File: src/sv/ssm_pkg.sv
// ssm_pkg: types and constants shared by the substring match stream unit
// used by the front, queue and back modules and by the top level
`default_nettype none

package ssm_pkg;

    localparam int POS_W      = 16;
    localparam int TOTAL_W    = 17;
    localparam int LEN_W      = 4;
    localparam int MODE_W     = 3;
    localparam int CFG_IDX_W  = 2;
    localparam int CFG_DATA_W = 64;

    // register indexes of the configuration port
    localparam logic [CFG_IDX_W-1:0] CFG_PATTERN = 2'd0;
    localparam logic [CFG_IDX_W-1:0] CFG_LENGTH  = 2'd1;
    localparam logic [CFG_IDX_W-1:0] CFG_MODE    = 2'd2;

    // report modes, codes above MODE_LAST act as count only
    localparam logic [MODE_W-1:0] MODE_ALL    = 3'd0;
    localparam logic [MODE_W-1:0] MODE_NONOVL = 3'd1;
    localparam logic [MODE_W-1:0] MODE_COUNT  = 3'd2;
    localparam logic [MODE_W-1:0] MODE_FIRST  = 3'd3;
    localparam logic [MODE_W-1:0] MODE_LAST   = 3'd4;

    localparam logic KIND_MATCH   = 1'b0;
    localparam logic KIND_SUMMARY = 1'b1;

    localparam int QUEUE_DEPTH = 4;
    localparam int QPTR_W      = 2;

    // results caused by one input byte
    typedef struct packed {
        logic               has_match;
        logic               has_summary;
        logic [POS_W-1:0]   match_pos;
        logic [POS_W-1:0]   summary_pos;
        logic [TOTAL_W-1:0] total;
        logic               found;
        logic               err;
        logic               ovf;
    } t_bundle;

    typedef enum logic {
        BK_FIRST,
        BK_SUMMARY
    } t_back_state;

endpackage

`default_nettype wire

File: src/sv/ssm_if.sv
// ssm_if: valid/ready channel interfaces for the byte input and the result output
// depends on nothing
`default_nettype none

interface ssm_in_if;
    logic       valid;
    logic       ready;
    logic [7:0] data_byte;
    logic       end_of_stream;

    modport source (output valid, output data_byte, output end_of_stream, input ready);
    modport sink   (input valid, input data_byte, input end_of_stream, output ready);
endinterface

interface ssm_out_if;
    logic        valid;
    logic        ready;
    logic        item_kind;
    logic [15:0] position;
    logic [16:0] match_total;
    logic        found;
    logic        empty_pattern_error;
    logic        length_overflow;
    logic        final_item;

    modport source (output valid, output item_kind, output position, output match_total,
                    output found, output empty_pattern_error, output length_overflow,
                    output final_item, input ready);
    modport sink   (input valid, input item_kind, input position, input match_total,
                    input found, input empty_pattern_error, input length_overflow,
                    input final_item, output ready);
endinterface

`default_nettype wire

File: src/sv/ssm_front.sv
// ssm_front: configuration registers, byte window, parallel compare and stream counters
// depends on ssm_pkg and ssm_in_if
`default_nettype none

module ssm_front #(
    parameter int              PATTERN_MAX = 8,
    parameter longint unsigned STREAM_MAX  = 65536
) (
    input  wire logic                             i_clk,
    input  wire logic                             i_rst_n,
    input  wire logic                             i_cfg_we,
    input  wire logic [ssm_pkg::CFG_IDX_W-1:0]    i_cfg_index,
    input  wire logic [ssm_pkg::CFG_DATA_W-1:0]   i_cfg_data,
    ssm_in_if.sink                                i_in,
    input  wire logic                             i_room,
    output logic                                  o_push,
    output ssm_pkg::t_bundle                      o_bundle
);

    localparam int CNT_W = $clog2(STREAM_MAX + 1);
    localparam int WIN   = (PATTERN_MAX > 1) ? PATTERN_MAX - 1 : 1;
    localparam logic [CNT_W-1:0]          SEEN_MAX = CNT_W'(STREAM_MAX);
    localparam logic [ssm_pkg::LEN_W-1:0] LEN_CAP  = ssm_pkg::LEN_W'(PATTERN_MAX);

    logic [ssm_pkg::CFG_DATA_W-1:0] r_pattern;
    logic [ssm_pkg::LEN_W-1:0]      r_len;
    logic [ssm_pkg::MODE_W-1:0]     r_mode;

    logic [7:0]                     r_recent [WIN];
    logic [CNT_W-1:0]               r_seen;
    logic [ssm_pkg::LEN_W-1:0]      r_fill;
    logic [ssm_pkg::TOTAL_W-1:0]    r_matches;
    logic [ssm_pkg::POS_W-1:0]      r_first;
    logic [ssm_pkg::POS_W-1:0]      r_last;
    logic                           r_any;
    logic [CNT_W-1:0]               r_nas;
    logic                           r_ovf;

    logic [7:0]                     n_recent [WIN];
    logic [CNT_W-1:0]               n_seen;
    logic [ssm_pkg::LEN_W-1:0]      n_fill;
    logic [ssm_pkg::TOTAL_W-1:0]    n_matches;
    logic [ssm_pkg::POS_W-1:0]      n_first;
    logic [ssm_pkg::POS_W-1:0]      n_last;
    logic                           n_any;
    logic [CNT_W-1:0]               n_nas;
    logic                           n_ovf;

    logic [7:0]                     w [PATTERN_MAX];
    logic [PATTERN_MAX-1:0]         len_eq;
    logic                           window_eq;
    logic [ssm_pkg::LEN_W-1:0]      len_c;
    logic [ssm_pkg::LEN_W-1:0]      fill_inc;
    logic [CNT_W-1:0]               seen_inc;
    logic [CNT_W-1:0]               start;
    logic                           err;
    logic                           in_range;
    logic                           enough;
    logic                           hit;
    logic                           report;
    logic                           accept;
    logic                           eos;

    // configuration writes
    always_ff @(posedge i_clk) begin
        if (!i_rst_n) begin
            r_pattern <= '0;
            r_len     <= ssm_pkg::LEN_W'(1);
            r_mode    <= ssm_pkg::MODE_ALL;
        end else if (i_cfg_we) begin
            case (i_cfg_index)
                ssm_pkg::CFG_PATTERN: r_pattern <= i_cfg_data;
                ssm_pkg::CFG_LENGTH:  r_len     <= i_cfg_data[ssm_pkg::LEN_W-1:0];
                ssm_pkg::CFG_MODE:    r_mode    <= i_cfg_data[ssm_pkg::MODE_W-1:0];
                default: ;
            endcase
        end
    end

    assign i_in.ready = i_room;
    assign accept     = i_in.valid && i_in.ready;
    assign eos        = i_in.end_of_stream;

    // w[j] is the byte j places back, w[0] the arriving one
    always_comb begin
        w[0] = i_in.data_byte;
        for (int j = 1; j < PATTERN_MAX; j++) begin
            w[j] = r_recent[j-1];
        end
    end

    // one compare result per candidate pattern length
    always_comb begin
        for (int l = 0; l < PATTERN_MAX; l++) begin
            len_eq[l] = 1'b1;
            for (int k = 0; k <= l; k++) begin
                if (r_pattern[8*k +: 8] != w[l-k]) begin
                    len_eq[l] = 1'b0;
                end
            end
        end
    end

    always_comb begin
        len_c     = (r_len > LEN_CAP) ? LEN_CAP : r_len;
        window_eq = 1'b0;
        for (int l = 0; l < PATTERN_MAX; l++) begin
            if (len_c == ssm_pkg::LEN_W'(l + 1)) begin
                window_eq = len_eq[l];
            end
        end
        err      = (r_len == '0);
        in_range = (r_seen != SEEN_MAX);
        seen_inc = r_seen + CNT_W'(1);
        fill_inc = r_fill + ssm_pkg::LEN_W'(1);
        enough   = (fill_inc >= len_c);
        start    = seen_inc - CNT_W'(len_c);
        hit      = in_range && !err && enough && window_eq &&
                   ((r_mode != ssm_pkg::MODE_NONOVL) || (start >= r_nas));
        report   = hit && ((r_mode == ssm_pkg::MODE_ALL) || (r_mode == ssm_pkg::MODE_NONOVL));
    end

    // stream state after this byte
    always_comb begin
        n_recent  = r_recent;
        n_seen    = r_seen;
        n_fill    = r_fill;
        n_matches = r_matches;
        n_first   = r_first;
        n_last    = r_last;
        n_any     = r_any;
        n_nas     = r_nas;
        n_ovf     = r_ovf;
        if (!in_range) begin
            n_ovf = 1'b1;
        end else begin
            for (int j = WIN - 1; j > 0; j--) begin
                n_recent[j] = r_recent[j-1];
            end
            n_recent[0] = i_in.data_byte;
            n_seen      = seen_inc;
            if (r_fill != LEN_CAP) begin
                n_fill = fill_inc;
            end
        end
        if (hit) begin
            n_nas = seen_inc;
            if (r_matches != '1) begin
                n_matches = r_matches + ssm_pkg::TOTAL_W'(1);
            end
            if (!r_any) begin
                n_first = ssm_pkg::POS_W'(start);
            end
            n_last = ssm_pkg::POS_W'(start);
            n_any  = 1'b1;
        end
    end

    always_ff @(posedge i_clk) begin
        if (!i_rst_n) begin
            for (int j = 0; j < WIN; j++) begin
                r_recent[j] <= '0;
            end
            r_seen    <= '0;
            r_fill    <= '0;
            r_matches <= '0;
            r_first   <= '0;
            r_last    <= '0;
            r_any     <= 1'b0;
            r_nas     <= '0;
            r_ovf     <= 1'b0;
        end else if (accept) begin
            if (eos) begin
                for (int j = 0; j < WIN; j++) begin
                    r_recent[j] <= '0;
                end
                r_seen    <= '0;
                r_fill    <= '0;
                r_matches <= '0;
                r_first   <= '0;
                r_last    <= '0;
                r_any     <= 1'b0;
                r_nas     <= '0;
                r_ovf     <= 1'b0;
            end else begin
                r_recent  <= n_recent;
                r_seen    <= n_seen;
                r_fill    <= n_fill;
                r_matches <= n_matches;
                r_first   <= n_first;
                r_last    <= n_last;
                r_any     <= n_any;
                r_nas     <= n_nas;
                r_ovf     <= n_ovf;
            end
        end
    end

    always_comb begin
        o_push               = accept && (report || eos);
        o_bundle.has_match   = report;
        o_bundle.has_summary = eos;
        o_bundle.match_pos   = ssm_pkg::POS_W'(start);
        o_bundle.summary_pos = n_any ? ((r_mode == ssm_pkg::MODE_LAST) ? n_last : n_first)
                                     : '0;
        o_bundle.total       = n_matches;
        o_bundle.found       = n_any;
        o_bundle.err         = err;
        o_bundle.ovf         = n_ovf;
    end

    a_ovf_set: assert property (@(posedge i_clk) disable iff (!i_rst_n)
        accept && !eos && (r_seen == SEEN_MAX) |=> r_ovf)
        else $error("overflow flag not set after byte past stream limit");

    a_any_count: assert property (@(posedge i_clk) disable iff (!i_rst_n)
        r_any == (r_matches != '0))
        else $error("found flag and match count disagree");

endmodule

`default_nettype wire

File: src/sv/ssm_fifo.sv
// ssm_fifo: short queue of result bundles between front and back
// depends on ssm_pkg
`default_nettype none

module ssm_fifo (
    input  wire logic        i_clk,
    input  wire logic        i_rst_n,
    input  wire logic        i_push,
    input  ssm_pkg::t_bundle i_data,
    input  wire logic        i_pop,
    output ssm_pkg::t_bundle o_data,
    output logic             o_full,
    output logic             o_nonempty
);

    ssm_pkg::t_bundle              r_mem [ssm_pkg::QUEUE_DEPTH];
    logic [ssm_pkg::QPTR_W-1:0]    r_wr;
    logic [ssm_pkg::QPTR_W-1:0]    r_rd;
    logic [ssm_pkg::QPTR_W:0]      r_count;

    always_ff @(posedge i_clk) begin
        if (i_push) begin
            r_mem[r_wr] <= i_data;
        end
    end

    always_ff @(posedge i_clk) begin
        if (!i_rst_n) begin
            r_wr    <= '0;
            r_rd    <= '0;
            r_count <= '0;
        end else begin
            if (i_push) begin
                r_wr <= r_wr + ssm_pkg::QPTR_W'(1);
            end
            if (i_pop) begin
                r_rd <= r_rd + ssm_pkg::QPTR_W'(1);
            end
            if (i_push && !i_pop) begin
                r_count <= r_count + (ssm_pkg::QPTR_W + 1)'(1);
            end else if (i_pop && !i_push) begin
                r_count <= r_count - (ssm_pkg::QPTR_W + 1)'(1);
            end
        end
    end

    assign o_data     = r_mem[r_rd];
    assign o_full     = (r_count == (ssm_pkg::QPTR_W + 1)'(ssm_pkg::QUEUE_DEPTH));
    assign o_nonempty = (r_count != '0);

    a_no_overfill: assert property (@(posedge i_clk) disable iff (!i_rst_n)
        r_count <= (ssm_pkg::QPTR_W + 1)'(ssm_pkg::QUEUE_DEPTH))
        else $error("queue count beyond depth");

    a_pop_nonempty: assert property (@(posedge i_clk) disable iff (!i_rst_n)
        i_pop |-> (r_count != '0))
        else $error("pop from empty queue");

endmodule

`default_nettype wire

File: src/sv/ssm_back.sv
// ssm_back: turns each queued bundle into one or two result transfers
// depends on ssm_pkg and ssm_out_if
`default_nettype none

module ssm_back (
    input  wire logic        i_clk,
    input  wire logic        i_rst_n,
    input  ssm_pkg::t_bundle i_bundle,
    input  wire logic        i_nonempty,
    output logic             o_pop,
    ssm_out_if.source        o_out
);

    ssm_pkg::t_back_state r_state;
    ssm_pkg::t_back_state n_state;
    logic                 emit_match;
    logic                 take;

    assign emit_match = (r_state == ssm_pkg::BK_FIRST) && i_bundle.has_match;
    assign take       = o_out.valid && o_out.ready;

    always_comb begin
        n_state = r_state;
        unique case (r_state)
            ssm_pkg::BK_FIRST: begin
                if (take && emit_match && i_bundle.has_summary) begin
                    n_state = ssm_pkg::BK_SUMMARY;
                end
            end
            ssm_pkg::BK_SUMMARY: begin
                if (take) begin
                    n_state = ssm_pkg::BK_FIRST;
                end
            end
        endcase
    end

    always_ff @(posedge i_clk) begin
        if (!i_rst_n) begin
            r_state <= ssm_pkg::BK_FIRST;
        end else begin
            r_state <= n_state;
        end
    end

    always_comb begin
        o_out.valid               = i_nonempty;
        o_out.item_kind           = emit_match ? ssm_pkg::KIND_MATCH : ssm_pkg::KIND_SUMMARY;
        o_out.position            = emit_match ? i_bundle.match_pos : i_bundle.summary_pos;
        o_out.match_total         = i_bundle.total;
        o_out.found               = i_bundle.found;
        o_out.empty_pattern_error = i_bundle.err;
        o_out.length_overflow     = i_bundle.ovf;
        o_out.final_item          = emit_match ? !i_bundle.has_summary : 1'b1;
        o_pop                     = take && o_out.final_item;
    end

    a_summary_pending: assert property (@(posedge i_clk) disable iff (!i_rst_n)
        (r_state == ssm_pkg::BK_SUMMARY) |->
            (i_nonempty && i_bundle.has_match && i_bundle.has_summary))
        else $error("summary phase without a two-result bundle at the head");

endmodule

`default_nettype wire

File: src/sv/substring_match_stream_unit.sv
// Streaming substring search: takes one stream byte per transfer and compares the window
// ending at that byte against a pattern of up to PATTERN_MAX bytes, all bytes in parallel.
// One byte is accepted every clock while the 4-entry result queue has room; the compare
// and counter update happen in the accept cycle, and results appear from the next cycle.
// A byte that causes both a match and the end-of-stream summary needs two output
// transfers, so for such bytes and under back-pressure the output side sets the sustained rate.
// Configuration writes take effect on the next byte and belong between streams or while idle.
// depends on ssm_pkg, ssm_if, ssm_front, ssm_fifo and ssm_back
`default_nettype none

module substring_match_stream_unit #(
    parameter int              PATTERN_MAX = 8,
    parameter longint unsigned STREAM_MAX  = 65536
) (
    input  wire logic                           i_clk,
    input  wire logic                           i_rst_n,
    input  wire logic                           i_cfg_we,
    input  wire logic [ssm_pkg::CFG_IDX_W-1:0]  i_cfg_index,
    input  wire logic [ssm_pkg::CFG_DATA_W-1:0] i_cfg_data,
    ssm_in_if.sink                              i_in,
    ssm_out_if.source                           o_out
);

    ssm_pkg::t_bundle push_bundle;
    ssm_pkg::t_bundle head_bundle;
    logic             push;
    logic             pop;
    logic             full;
    logic             nonempty;

    ssm_front #(
        .PATTERN_MAX (PATTERN_MAX),
        .STREAM_MAX  (STREAM_MAX)
    ) u_front (
        .i_clk       (i_clk),
        .i_rst_n     (i_rst_n),
        .i_cfg_we    (i_cfg_we),
        .i_cfg_index (i_cfg_index),
        .i_cfg_data  (i_cfg_data),
        .i_in        (i_in),
        .i_room      (!full),
        .o_push      (push),
        .o_bundle    (push_bundle)
    );

    ssm_fifo u_fifo (
        .i_clk      (i_clk),
        .i_rst_n    (i_rst_n),
        .i_push     (push),
        .i_data     (push_bundle),
        .i_pop      (pop),
        .o_data     (head_bundle),
        .o_full     (full),
        .o_nonempty (nonempty)
    );

    ssm_back u_back (
        .i_clk      (i_clk),
        .i_rst_n    (i_rst_n),
        .i_bundle   (head_bundle),
        .i_nonempty (nonempty),
        .o_pop      (pop),
        .o_out      (o_out)
    );

endmodule

`default_nettype wire
File: src/flat_wrapper.sv
// flat-port wrapper written by rule: the top's interface ports become plain ports
module substring_match_stream_unit_flat 
#(
    parameter int              PATTERN_MAX = 8,
    parameter longint unsigned STREAM_MAX  = 65536
)
  (i_clk, i_rst_n, i_cfg_we, i_cfg_index, i_cfg_data, i_in_valid, i_in_data_byte, i_in_end_of_stream, i_in_ready, o_out_valid, o_out_item_kind, o_out_position, o_out_match_total, o_out_found, o_out_empty_pattern_error, o_out_length_overflow, o_out_final_item, o_out_ready);
  ssm_in_if i_in_i ();
  ssm_out_if o_out_i ();
  input  wire logic i_clk;
  input  wire logic i_rst_n;
  input  wire logic i_cfg_we;
  input  wire logic [ssm_pkg::CFG_IDX_W-1:0] i_cfg_index;
  input  wire logic [ssm_pkg::CFG_DATA_W-1:0] i_cfg_data;
  input wire logic [$bits(i_in_i.valid)-1:0] i_in_valid;
  input wire logic [$bits(i_in_i.data_byte)-1:0] i_in_data_byte;
  input wire logic [$bits(i_in_i.end_of_stream)-1:0] i_in_end_of_stream;
  output wire logic [$bits(i_in_i.ready)-1:0] i_in_ready;
  output wire logic [$bits(o_out_i.valid)-1:0] o_out_valid;
  output wire logic [$bits(o_out_i.item_kind)-1:0] o_out_item_kind;
  output wire logic [$bits(o_out_i.position)-1:0] o_out_position;
  output wire logic [$bits(o_out_i.match_total)-1:0] o_out_match_total;
  output wire logic [$bits(o_out_i.found)-1:0] o_out_found;
  output wire logic [$bits(o_out_i.empty_pattern_error)-1:0] o_out_empty_pattern_error;
  output wire logic [$bits(o_out_i.length_overflow)-1:0] o_out_length_overflow;
  output wire logic [$bits(o_out_i.final_item)-1:0] o_out_final_item;
  input wire logic [$bits(o_out_i.ready)-1:0] o_out_ready;
  assign i_in_i.valid = i_in_valid;
  assign i_in_i.data_byte = i_in_data_byte;
  assign i_in_i.end_of_stream = i_in_end_of_stream;
  assign i_in_ready = i_in_i.ready;
  assign o_out_valid = o_out_i.valid;
  assign o_out_item_kind = o_out_i.item_kind;
  assign o_out_position = o_out_i.position;
  assign o_out_match_total = o_out_i.match_total;
  assign o_out_found = o_out_i.found;
  assign o_out_empty_pattern_error = o_out_i.empty_pattern_error;
  assign o_out_length_overflow = o_out_i.length_overflow;
  assign o_out_final_item = o_out_i.final_item;
  assign o_out_i.ready = o_out_ready;
  substring_match_stream_unit #(.PATTERN_MAX(PATTERN_MAX), .STREAM_MAX(STREAM_MAX)) u_core (.i_clk(i_clk), .i_rst_n(i_rst_n), .i_cfg_we(i_cfg_we), .i_cfg_index(i_cfg_index), .i_cfg_data(i_cfg_data), .i_in(i_in_i), .o_out(o_out_i));
endmodule
File: config.mk
export PLATFORM = sky130hd
export DESIGN_NAME = substring_match_stream_unit_flat
export DESIGN_NICKNAME = d
export VERILOG_FILES = /design/src/sv/ssm_pkg.sv /design/src/sv/ssm_if.sv /design/src/sv/ssm_front.sv /design/src/sv/ssm_fifo.sv /design/src/sv/ssm_back.sv /design/src/sv/substring_match_stream_unit.sv /design/src/flat_wrapper.sv
export SDC_FILE = /design/constraint.sdc
export NUM_CORES = 1
export LEC_CHECK = 0
export ABC_AREA = 1
export BUFFER_PORTS_ARGS = -buffer_cell sky130_fd_sc_hd__buf_4
export CORE_MARGIN = 10
export CORE_UTILIZATION = 30
export CTS_BUF_LIST = sky130_fd_sc_hd__clkbuf_16
export CTS_CLUSTER_DIAMETER = 50
export DETAILED_ROUTE_END_ITERATION = 12
export GPL_ROUTABILITY_DRIVEN = 0
export HOLD_SLACK_MARGIN = 0.08
export PLACE_DENSITY_LB_ADDON = 0.2
export RECOVER_POWER = 25
export SYNTH_ARGS = -nofsm -noshare
export SYNTH_HDL_FRONTEND = slang
export SYNTH_HIERARCHICAL = 1
export SYNTH_SLANG_ARGS = --single-unit
File: constraint.sdc
create_clock -name i_clk -period 6.9 [get_ports i_clk]
set_input_delay 1.38 -clock i_clk [delete_from_list [all_inputs] [get_ports i_clk]]
set_output_delay 1.38 -clock i_clk [all_outputs]
set_load 0.01 [all_outputs]
# == After elaboration in Yosys (flattened, before gate mapping) ==
# Memory sizes are Yosys's and may differ from the RTL's. A register that Yosys moved wholly into a read port is not among the register bits.
# Cells that the tools add are included.
# classes
addsub,8
n_mul,0
div,0
n_lt_le_gt_ge,3
eq_ne,53
n_shift,0
mux,80
bitwise_logic,1
reduce_logical,36
# ops
cell,n
inequality test 8 bit,36
2-to-1 mux 16 bit,8
2-to-1 mux 17 bit,7
2-to-1 mux 56 bit,2
2-to-1 mux 1 bit,54
"adder 17 x 1 -> 17 bit, second input constant",2
"inequality test 17 bit, second input constant",2
greater-or-equal comparator 17 bit,1
subtractor 17 x 4 -> 17 bit,1
"== test 4 x 3 -> 1 bit, second input constant",4
2-to-1 mux 4 bit,4
logical AND 1 bit,14
AND reduction 2 bit,5
"== test 4 x 2 -> 1 bit, second input constant",2
nonzero test 2 bit,4
"== test 3 bit, second input constant",2
2-to-1 mux 3 bit,2
zero test 1 bit,5
"adder 2 x 1 -> 2 bit, second input constant",2
"adder 4 x 1 -> 4 bit, second input constant",1
"== test 4 x 1 -> 1 bit, second input constant",1
"== test 4 bit, second input constant",1
greater-or-equal comparator 4 bit,1
"> comparator 4 bit, second input constant",1
other kinds (16),19
# word_totals
reg_bits,224
latch_bits,0
ramBits,216
romBits,0
input_bits,80
elab_cells,204
mem_count,1
# mem_list
memory,depth,width,rd,rd_ports_with_merged_regs,write_ports,line,source
u_core.u_fifo.r_mem,4,54,1,1,1,ssm_fifo.sv:16,ssm_pkg::t_bundle r_mem [ssm_pkg::QUEUE_DEPTH];

# == Longest topological paths before layout ==
# depth
word_depth,20
depth_mapped,38
mapped_depth_nobuf,37

# == Hierarchy ==
# The synthesis kept the hierarchy.
# by_module_without_submodules
mod,instances,cells_each,area_per_inst_um2,seq_area_each_um2
ssm_front,1,2351,14933.1,4324.1
ssm_fifo,1,581,8430.6,6666.4
ssm_back,1,85,471.7,20.0
substring_match_stream_unit,1,1,3.8,0.0

# == Worst setup path after synthesis ==
# Ideal clock, no wire load.
# synth_timing
path_kind,reg2reg
startpoint,reg u_core/u_front/r_len[1] (netlist name)
endpoint,mem u_core/u_fifo/r_mem[0][0] (netlist name) (enable)
arrival_ps,5272
t_required_ps,6492
path_slack_ps,1220
stages_incl_launch_ff,31
n_path_buf,1
period_less_slack_ps,5680
path_cell_list,dfxtp_1 > inv_1 > nand2_1 > nor2_1 > o21ai_0 > ha_1 > a21oi_1 > nor2_1 > nor2_1 > nor2_1 > nor3_2 > nand3_1 > clkinv_1 > nand3_1 > nor2_1 > nand2_1 > nand2_1 > nand2_1 > ha_1 > nand2_1 > inv_1 > nand3_1 > nor2_1 > nand3_1 > o2111ai_1 > and3_1 > buf_4 > nand2_1 > a21oi_1 > nand2_1 > inv_1
# synth_lines
item,line,source
start: declaration,ssm_front.sv:26,logic [ssm_pkg::LEN_W-1:0] r_len;
start signal: assignment,ssm_front.sv:68,r_len <= ssm_pkg::LEN_W'(1);
start signal: assignment,ssm_front.sv:73,ssm_pkg::CFG_LENGTH: r_len <= i_cfg_data[ssm_pkg::LEN_W-1:0];
end: declaration,ssm_fifo.sv:16,

# == Final worst setup path ==
# layout_timing
startpoint,in i_in_valid
endpoint,reg u_core/u_front/r_fill[2] (netlist name)
# layout_between
elab_chain_len,2
# layout_rtl
item,line,source
start: declaration,flat_wrapper.sv:15,input wire logic [$bits(i_in_i.valid)-1:0] i_in_valid;
logical AND 1 bit,ssm_front.sv:81,assign accept = i_in.valid && i_in.ready;
AND reduction 3 bit (no line),--,
end signal: assignment,ssm_front.sv:188,r_fill <= n_fill;
end: declaration,ssm_front.sv:31,logic [ssm_pkg::LEN_W-1:0] r_fill;
# No other way between the ends.
# A chain may end at the register's enable or synchronous reset.

==> metrics <==
Final WS setup=665 ps; Post-synth EDFFs=216; Num CTS Buffers=66; adder-cell share of the synthesized area=2.00%; max-slew violations=251; xor-xnor portion of the synthesized cell area=6.94%; mux share of post-synthesis cell area=0%; worst skew pair latency=620 ps; Max Fclk=0.160 GHz; Seq pwr share=36.0%; Total Routing Usage GR=17.1%; mapped cell area=0.0238 mm2; Leak=0.0107 uW; Final period util=90.4%; met3 routed WL=5.17 mm; most common flop cell mapped by yosys=dfxtp_1; via count=20245; grt ovf=0; Sw Ratio=33.1%; Initial Util=30.2%; Synth Area in Compound Gates=12.0%; Max Buffers Root-to-Sink=3; Post-CTS Setup Inserts=0; hpwl dp=54.3 mm; Yosys top cell by area=edfxtp_1; Die Y=302 um; die span in x=302 um; number of clock sinks=442; synth unique cells=46; cell row count=103; final WL=79.9 mm; CTS clk-pin slew, worst paths=50 ps; DR DRC count=0; core region area=0.0789 mm2; largest family of logic cells by synthesized area=simple AND/OR/NAND/NOR gates; final hold violation count=0; initial antenna violation count=1; Cells after DPL=3981; Vias/cell=4.93; Comb pwr share=23.5%; top cells by area, synth=edfxtp_1 27%, dfxtp_1 19%, nand2_1 11%; crit-path cells=clkbuf_4, nand2_1, clkbuf_2, inv_1, o21ai_4, clkbuf_1, inv_1, nand2_1, a21oi_1, a211oi_1; met1 wire length=36.0 mm; dpl ws=967 ps; outcome=finished, violations left; non-filler cells, final=4103; Port Buffers=119; async set or reset register ratio after synthesis=0%; post_cts resized=0; Setup-failing EPs final=0; Synth Area in Simple Gates=23.5%; drt first pass iters=6; yosys warns=6; RSZ-0062 raised after global routing=no; die area=0.0911 mm2; overall power=8540 uW; P per Cell Area=312 mW/mm2; H-tree Lvls=3; uppermost layer routed=met4; Routed Antenna Nets=0; Worst setup EP type=flip-flop; Yosys top cell area share=27.2%; CTS root buf=clkbuf_16; Area Growth Syn to Fin=14.7%; CP required=7400 ps; Post-CTS Hold Buffers=0; final cell utilization of the core=34.7%; Nets=3116; detailed-route wire length per cell=19.5 um; IO Pins=120; crit path max fanout=73; FF+latch count, synth=442; max cap viols=4; crit path kind=in2reg; Worst Tran Pin Value=3460 ps; drt initial violations=1606; Fillers=8459; Max Clock Skew=61.1 ps; Mapped Cells=3018; register area share after synthesis=46.2%; Internal Power=5710 uW; Syn Area/Cell=7.90 um2; vias in the first global route=19206; largest net degree at the start of global routing=85; failing checks=max-capacitance violations, max-slew violations; metal2 WL=36.3 mm; Max transition margin=-130%; CTS tree=yes; first-pass GRT wire length=121 mm; CP arrival=6730 ps; min Tclk post-route=6240 ps; Max IR drop VDD=0.000179 V; switching power total=2820 uW; Fin Setup TNS=0 ps; Hold Crit Class=reg2reg; slowest stage delay, CP=2440 ps; fraction of layout instances using a drive strength above 1=10.3%; Worst setup SP type=primary input; CP max stage cell=clkbuf_1; post-synth net total=3135; Clock Power Share=40.5%
[kinds of logic (layout without fill, tap and decap cells)]
group / after synthesis / in the layout
AND/OR/NAND/NOR: 1322 / 1322
AO/OA/AOI/OAI: 542 / 542
buffers and inverters: 486 / 520
flip-flops: 442 / 442
XOR/XNOR: 189 / 189
adder cells (fa/ha/maj): 37 / 37
other: 0 / 1
[stage by stage]
| step | hold slack (ps) | cell area, um2 |
|---|---|---|
| final | 432 | 27300 |
| after global routing | 461 | 27300 |
| after CTS | 437 | 27400 |
| after detailed placement | 429 | 25100 |
| after global placement | 425 | 25100 |
| after floorplan | 412 | 23800 |
[placed cells by master, fill, tap and decap left out, types with 5 or more instances in the layout]
| cell type | Yosys | layout |
|---|---|---|
| or2_2 | 10 | 10 |
| nor2_1 | 287 | 286 |
| nor3_1 | 37 | 35 |
| edfxtp_1 | 216 | 216 |
| ha_1 | 35 | 35 |
| inv_6 | 1 | 6 |
| nand2_2 | 11 | 11 |
| clkinv_2 | 0 | 11 |
| o22ai_1 | 70 | 69 |
| xnor2_1 | 83 | 83 |
| o21ai_1 | 28 | 27 |
| clkbuf_16 | 0 | 66 |
| clkinv_1 | 5 | 12 |
| nand3_1 | 117 | 117 |
| a21oi_1 | 223 | 221 |
| nor3_2 | 3 | 5 |
| nand2_1 | 725 | 726 |
| clkbuf_1 | 84 | 8 |
| buf_4 | 66 | 132 |
| inv_2 | 23 | 27 |
| bufinv_16 | 0 | 9 |
| xor2_1 | 106 | 106 |
| o21ai_0 | 206 | 206 |
| inv_1 | 224 | 228 |
| nor4_1 | 20 | 20 |
| dfxtp_1 | 226 | 224 |
| nand4_1 | 97 | 97 |
[final timing paths]
kind	from	to	slack, ps	cells after the start
min reg2reg	u_core/u_fifo/r_rd[1]	flip-flop	430	1
max reg2reg	u_core/u_fifo/r_count[1]	u_core/u_front/r_fill[2]	860	11
max	i_in_valid	u_core/u_front/r_fill[2]	660	10
min	u_core/u_fifo/r_rd[1]	flip-flop	430	1
[sequential cells by signal, indices dropped and copies added (netlist names), named ones only]
signal,flops
u_core/u_front/r_ovf,1
u_core/u_front/r_last,16
u_core/u_front/r_nas,17
u_core/u_fifo/r_count,3
u_core/u_fifo/r_rd,2
u_core/u_front/r_any,1
u_core/u_front/r_pattern,64
u_core/u_front/r_fill,4
u_core/u_fifo/r_wr,2
u_core/u_front/r_mode,3
u_core/u_front/r_len,4
u_core/u_back/r_state,1
u_core/u_front/r_first,16
u_core/u_front/r_recent,56
u_core/u_front/r_matches,17
u_core/u_fifo/r_mem,216
u_core/u_front/r_seen,17
[power groups by stage]
stage	logic (uW)	registers, uW	clock network [uW]
2_1_floorplan	1430	3010	0
3_3_place_gp	2030	3120	0
3_5_place_dp	2030	3120	0
4_1_cts	2040	3070	3540
5_1_grt	2240	3090	3640
6_report	2000	3070	3460
[cell type report]
type	instances	area [um2]	share of cell area [%]
well taps	1050	1310	4.81
multi-input cells	2090	10600	38.9
flip-flops and latches	442	11000	40.3
clock inverters	55	658	2.41
repair buffers	145	1090	4.00
clock buffers	66	1650	6.04
diodes	1	2.50	0.00915
inverters	254	963	3.52
[worst max-delay path: cells and delay by family]
family	cells	cell delay [ps]
and+or+nand+nor	2	790
AOI/OAI and AO/OA	3	390
buffers and inverters	5	4150
[layer usage]
layer	global-route usage, %	vias up
li1	-	9918
met1	22.8	9515
met2	27.3	666
met3	3.15	146
met4	6.15	0
met5	0	-
[cells in the mapped netlist, drive strengths merged (70+ instances only)]
| library cell | n |
|---|---|
| nand3 | 118 |
| nand2 | 741 |
| nor2 | 288 |
| inv | 249 |
| xnor2 | 83 |
| nand4 | 98 |
| edfxtp | 216 |
| buf | 136 |
| clkbuf | 96 |
| xor2 | 106 |
| dfxtp | 226 |
| o21ai | 234 |
| o22ai | 70 |
| a21oi | 224 |
(Power assumes the default switching activity.)
